**src/design/radix_trie_tag_map_core_macros.svh**
```systemverilog
// Assertion macros shared by the tag map RTL.
`ifndef RADIX_TRIE_TAG_MAP_CORE_MACROS_SVH
`define RADIX_TRIE_TAG_MAP_CORE_MACROS_SVH
`ifndef SYNTHESIS
`define RTM_CHECK_NOW(lbl, ante, cons) \
lbl: assert property (@(posedge clock) disable iff (reset) (ante) |-> (cons)) \
else $error("tag map check failed");
`define RTM_CHECK_NEXT(lbl, ante, cons) \
lbl: assert property (@(posedge clock) disable iff (reset) (ante) |=> (cons)) \
else $error("tag map check failed");
`else
`define RTM_CHECK_NOW(lbl, ante, cons)
`define RTM_CHECK_NEXT(lbl, ante, cons)
`endif
`endif

```
**src/design/rtm_pkg.sv**
```systemverilog
// Constants, types and helper functions of the radix trie tag map.
package rtm_pkg;
   localparam int TAG_BITS   = 16;
   localparam int LEVEL_BITS = 4;
   localparam int NODE_POOL  = 64;
   localparam int ENTRY_BITS = 32;
   localparam int LEVELS     = (TAG_BITS + LEVEL_BITS - 1) / LEVEL_BITS;
   localparam int FANOUT     = 1 << LEVEL_BITS;
   localparam int PAD_W      = LEVELS * LEVEL_BITS;
   localparam int NODE_W     = $clog2(NODE_POOL);
   localparam int SLOT_W     = NODE_W + LEVEL_BITS;
   localparam int SLOTS      = NODE_POOL * FANOUT;
   localparam int CNT_W      = $clog2(FANOUT + 1);
   localparam int FREE_W     = $clog2(NODE_POOL + 1);
   localparam int LVL_W      = (LEVELS > 1) ? $clog2(LEVELS) : 1;
   localparam int OP_W       = 2;
   localparam int ST_W       = 2;

   typedef enum logic [OP_W-1:0] {
      OP_SEARCH = 2'd0,
      OP_INSERT = 2'd1,
      OP_REMOVE = 2'd2,
      OP_NONE   = 2'd3
   } op_type;

   typedef enum logic [ST_W-1:0] {
      ST_FOUND      = 2'd0,
      ST_ABSENT     = 2'd1,
      ST_POOL_EMPTY = 2'd2,
      ST_ZERO_VALUE = 2'd3
   } status_type;

   typedef enum logic [3:0] {
      S_CLEAR, S_IDLE, S_START, S_WALK_RD, S_WALK_DATA, S_BUILD, S_LEAF_NEW,
      S_CNT_RD, S_CNT_DATA, S_UNW_RD, S_UNW_DATA, S_DONE
   } state_type;

   typedef logic [NODE_W-1:0] node_type;
   typedef logic [LVL_W-1:0]  lvl_type;

   typedef struct packed {
      logic     alloc;
      logic     release_en;
      node_type rel_node;
   } pool_ctl_type;

   typedef struct packed {
      node_type          lowest;
      logic [FREE_W-1:0] free_cnt;
   } pool_stat_type;

   // Child index of a tag at one level; the tag is padded with zeros at its low end.
   function automatic logic [LEVEL_BITS-1:0] level_index(logic [TAG_BITS-1:0] tag,
                                                         lvl_type lvl);
      logic [PAD_W-1:0] padded;
      padded = PAD_W'(tag) << (PAD_W - TAG_BITS);
      return padded[(LEVELS - 1 - int'(lvl)) * LEVEL_BITS +: LEVEL_BITS];
   endfunction

   function automatic node_type lowest_free(logic [NODE_POOL-1:0] map);
      node_type r;
      r = '0;
      for (int i = NODE_POOL - 1; i >= 0; i--) begin
         if (map[i]) r = NODE_W'(i);
      end
      return r;
   endfunction
endpackage

```
**src/design/rtm_pool.sv**
```systemverilog
// Node pool: free map, free count and lowest free node.
module rtm_pool (
   input  logic                   clock,
   input  logic                   reset,
   input  rtm_pkg::pool_ctl_type  ctl,
   output rtm_pkg::pool_stat_type stat
);
   import rtm_pkg::*;

   logic [NODE_POOL-1:0] free_map_ff, free_map_in;
   logic [FREE_W-1:0]    free_cnt_ff, free_cnt_in;

   always_comb begin
      free_map_in = free_map_ff;
      free_cnt_in = free_cnt_ff;
      if (ctl.alloc) begin
         free_map_in[lowest_free(free_map_ff)] = 1'b0;
         free_cnt_in = free_cnt_ff - FREE_W'(1);
      end else if (ctl.release_en) begin
         free_map_in[ctl.rel_node] = 1'b1;
         free_cnt_in = free_cnt_ff + FREE_W'(1);
      end
   end

   always_ff @(posedge clock) begin
      if (reset) begin
         free_map_ff <= '1;
         free_cnt_ff <= FREE_W'(NODE_POOL);
      end else begin
         free_map_ff <= free_map_in;
         free_cnt_ff <= free_cnt_in;
      end
   end

   assign stat.lowest   = lowest_free(free_map_ff);
   assign stat.free_cnt = free_cnt_ff;
endmodule
```
**config.mk**
```make
export PLATFORM = sky130hd
export DESIGN_NAME = rtm_pool
export DESIGN_NICKNAME = d
export VERILOG_FILES = /design/src/design/radix_trie_tag_map_core_macros.svh /design/src/design/rtm_pkg.sv /design/src/design/rtm_pool.sv
export SDC_FILE = /design/constraint.sdc
export NUM_CORES = 1
export LEC_CHECK = 0
export BUFFER_PORTS_ARGS = -buffer_cell sky130_fd_sc_hd__clkbuf_2
export CAP_MARGIN = 0
export CORE_MARGIN = 1.5
export CORE_UTILIZATION = 55
export DETAILED_ROUTE_END_ITERATION = 16
export PLACE_DENSITY = 0.84
export SETUP_SLACK_MARGIN = 0.1
export SYNTH_ARGS = -nofsm -noshare
export SYNTH_HDL_FRONTEND = slang
export SYNTH_SLANG_ARGS = --single-unit
export TNS_END_PERCENT = 1
```
**constraint.sdc**
```tcl
create_clock -name clock -period 6.54 [get_ports clock]
set_clock_uncertainty 0.05 [all_clocks]
set_input_delay 0.327 -clock clock [delete_from_list [all_inputs] [get_ports clock]]
set_output_delay 0.327 -clock clock [all_outputs]
set_load 0.005 [all_outputs]
```
==> flow_summary.ini <==
[synthesis]
ys_types = 71
syn_avg_cell_area_um2 = 8.234
synth_nets = 548
synth_seq_cells = 71
synthFlopType = dfxtp_1
seq_area_frac_synth_pct = 32.45
synthCells = 532
async_flop_share_pct = 0
synth_edf_count = 0
synthesis.area_um2 = 4380
ys_warn_count = 0

[cts]
cts_tree = built
cts_sinks = 71
post_cts_buffers = 0
cts_buffer_depth = 2
cts_buffers = 9
cts_max_level = 3
cts_root_buffer = clkbuf_8
cts.hold.buffers_added = 0
cts.clk_slew.worst_paths_ns = 0.08
cts_resized = 0
clock_latency_ns = 0.37

[sta]
max_slew_margin_pct = -1.746
tightest_slew_ns = 1.515
rsz0062_at_grt = false
report.final.slew_viol_count = 9
post-route-min-period_ns = 3.185
timing.fmax_mhz = 314.0
period_share_pct = 48.69
finalHoldViolCount = 0
tns_ns = 0
setup_violations = 0

[global_routing]
antenna_found_initial = 0
grt_usage_pct = 36.20
grt_first_pass_wirelength_um = 23510
grt_max_degree = 75
gr-total-overflow = 0
grt_pass1_vias = 4408

[routing]
via_count = 4766
drc_errors = 0
drtIter0Drc = 654
routed_via_density = 7.299
drt_pass1_iterations = 6
wl_per_cell_um = 22.74
wl_um = 14850
ant_nets = 0

[placed_design]
portBuffers = 22
routabilityCongestion = 1.036
post-dp-hpwl_um = 9984

[cells_and_area]
area_growth_pct = 8.683
fin_nets = 562
antennaDiodeCount = 0
layout-drive-gt1-share_pct = 15.79
nFillCells = 694

[pwr]
pwr-share-seq_pct = 47.5
vdd_drop_max_v = 0.0001658
power_mw = 0.9524
power.internal_mw = 0.6931
power_density_nw_per_um2 = 200.1
power.switching_mw = 0.2593
power.share.clock_pct = 39.9
power.leakage_nw = 1.568
p_comb_share_pct = 12.6
switching_share_pct = 27.22

[floorplanning]
die_area_um2 = 8509
die_w_um = 92.25
die_y_um = 92.25
fp-row-count = 32
initial_core_util_pct = 56.69
core_area_um2 = 7727
pin_count = 23

[critical_path]
path_max_fanout = 15
end_kind = flop
crit_type = reg2reg
cp.arrival_ns = 3.32
cp-start-kind = flop
crit_required_ns = 6.68

[outcome]
status = finished, violations left
violations = capacitance limit, slew limit

[worst_hold_path]
min-delay-path-class = in2reg

[run]
cap_violations = 1
-- per-layer routing --
layer	wire, um	GRT usage, %
met1	5963	49.38
met4	799	19.62
met5	0	0
met2	6280	52.41
met3	1808	8.541
-- worst max-delay path: stages (launching register included) --
cell	delay (ns)
dfxtp_1	0.38
or4_4	0.59
a311oi_1	0.27
o31a_1	0.19
o21ai_2	0.23
nor3_2	1.07
a31oi_1	0.22
-- through the flow --
step / util, % / setup WS [ns] / instances / hold WS (ns) / instance area, um^2
after global placement: 58.91 / 3.572 / 637 / 0.4112 / 4552
after CTS: 61.61 / 3.473 / 653 / 0.3477 / 4761
final: 61.61 / 3.355 / 653 / 0.3477 / 4761
after floorplan: - / 4.363 / 532 / 0.4145 / 4380
after global routing: 61.61 / 3.196 / 653 / 0.3925 / 4761
after detailed placement: 58.91 / 3.501 / 637 / 0.4210 / 4552
-- power by group through the flow --
| stage | sequential, mW | clock [mW] | combinational [mW] |
|---|---|---|---|
| after floorplan | 0.461 | 0 | 0.0826 |
| after detailed placement | 0.462 | 0 | 0.117 |
| final | 0.452 | 0.380 | 0.120 |
| after global placement | 0.461 | 0 | 0.113 |
| after global routing | 0.454 | 0.391 | 0.131 |
| after CTS | 0.452 | 0.376 | 0.117 |
-- cell usage after synthesis (3+ instances only) --
master / n / area, um^2
ha_1: 5 / 62.56
o21a_1: 4 / 30.03
nor4_2: 5 / 62.56
nor4_1: 7 / 43.79
nor2_1: 53 / 198.9
a21oi_1: 43 / 215.2
nor3_1: 28 / 140.1
xnor2_1: 4 / 35.03
a211oi_1: 68 / 510.5
o211ai_1: 6 / 45.04
dfxtp_1: 71 / 1421
and3_1: 3 / 18.77
nor3b_1: 3 / 22.52
o2111ai_1: 4 / 35.03
or4_1: 6 / 45.04
nand2_1: 12 / 45.04
o21ai_0: 18 / 90.09
a21o_1: 4 / 30.03
o31ai_1: 4 / 30.03
nor2_4: 7 / 78.83
o311ai_0: 3 / 26.28
buf_2: 3 / 15.01
inv_1: 26 / 97.59
buf_1: 3 / 11.26
nor2_2: 4 / 25.02
a31oi_1: 49 / 306.5
nor2b_1: 7 / 43.79
nand3_1: 7 / 35.03
clkbuf_1: 15 / 56.30
or4_4: 4 / 45.04
or2_2: 5 / 31.28
nand2b_1: 3 / 18.77
-- placed cells by master, fill, tap and decap left out, drive strengths merged, types with 10 or more instances in the layout --
cell     n
o21ai   19
a21oi   45
or4     10
inv     27
nand2   12
nor3    30
a31oi   49
nor2    64
dfxtp   71
a211oi  69
nor4    13
clkbuf  35
-- sequential cells by signal (all words and copies together), names as in the netlist --
| name | count |
|---|---|
| free_cnt_ff | 7 |
| free_map_ff | 64 |
-- area by class of cell --
class / count / area [um^2] / area share (%)
multi-input cells: 410 / 2754 / 57.84
flip-flops and latches: 71 / 1421 / 29.86
clock buffers: 13 / 168.9 / 3.548
repair buffers: 27 / 147.6 / 3.101
well taps: 102 / 127.6 / 2.681
inverters: 27 / 101.3 / 2.129
clock inverters: 3 / 40.04 / 0.8410
-- kinds of logic (layout without fill, tap and decap cells) --
family | count (synthesis) | after routing | share of synthesized area (%)
xor+xnor | 4 | 4 | 0.7997
buf+inv | 51 | 70 | 4.798
simple gates | 167 | 167 | 22.31
compound gates | 231 | 231 | 37.30
mux | 2 | 2 | 0.4570
fa+ha+maj | 6 | 6 | 1.885
flops | 71 | 71 | 32.45
-- path summary, 6_finish.rpt --
path | start | to | slack (ns) | cells after the start
setup / recovery | free_map_ff[44] | free_map_ff[3] | 3.36 | 6
hold / removal | ctl[6] | free_cnt_ff[5] | 0.35 | 3
setup reg to reg | free_map_ff[44] | free_map_ff[3] | 3.36 | 6
hold reg to reg | free_cnt_ff[5] | free_cnt_ff[5] | 0.43 | 2
Note: power is estimated with default switching activity, not from simulation.
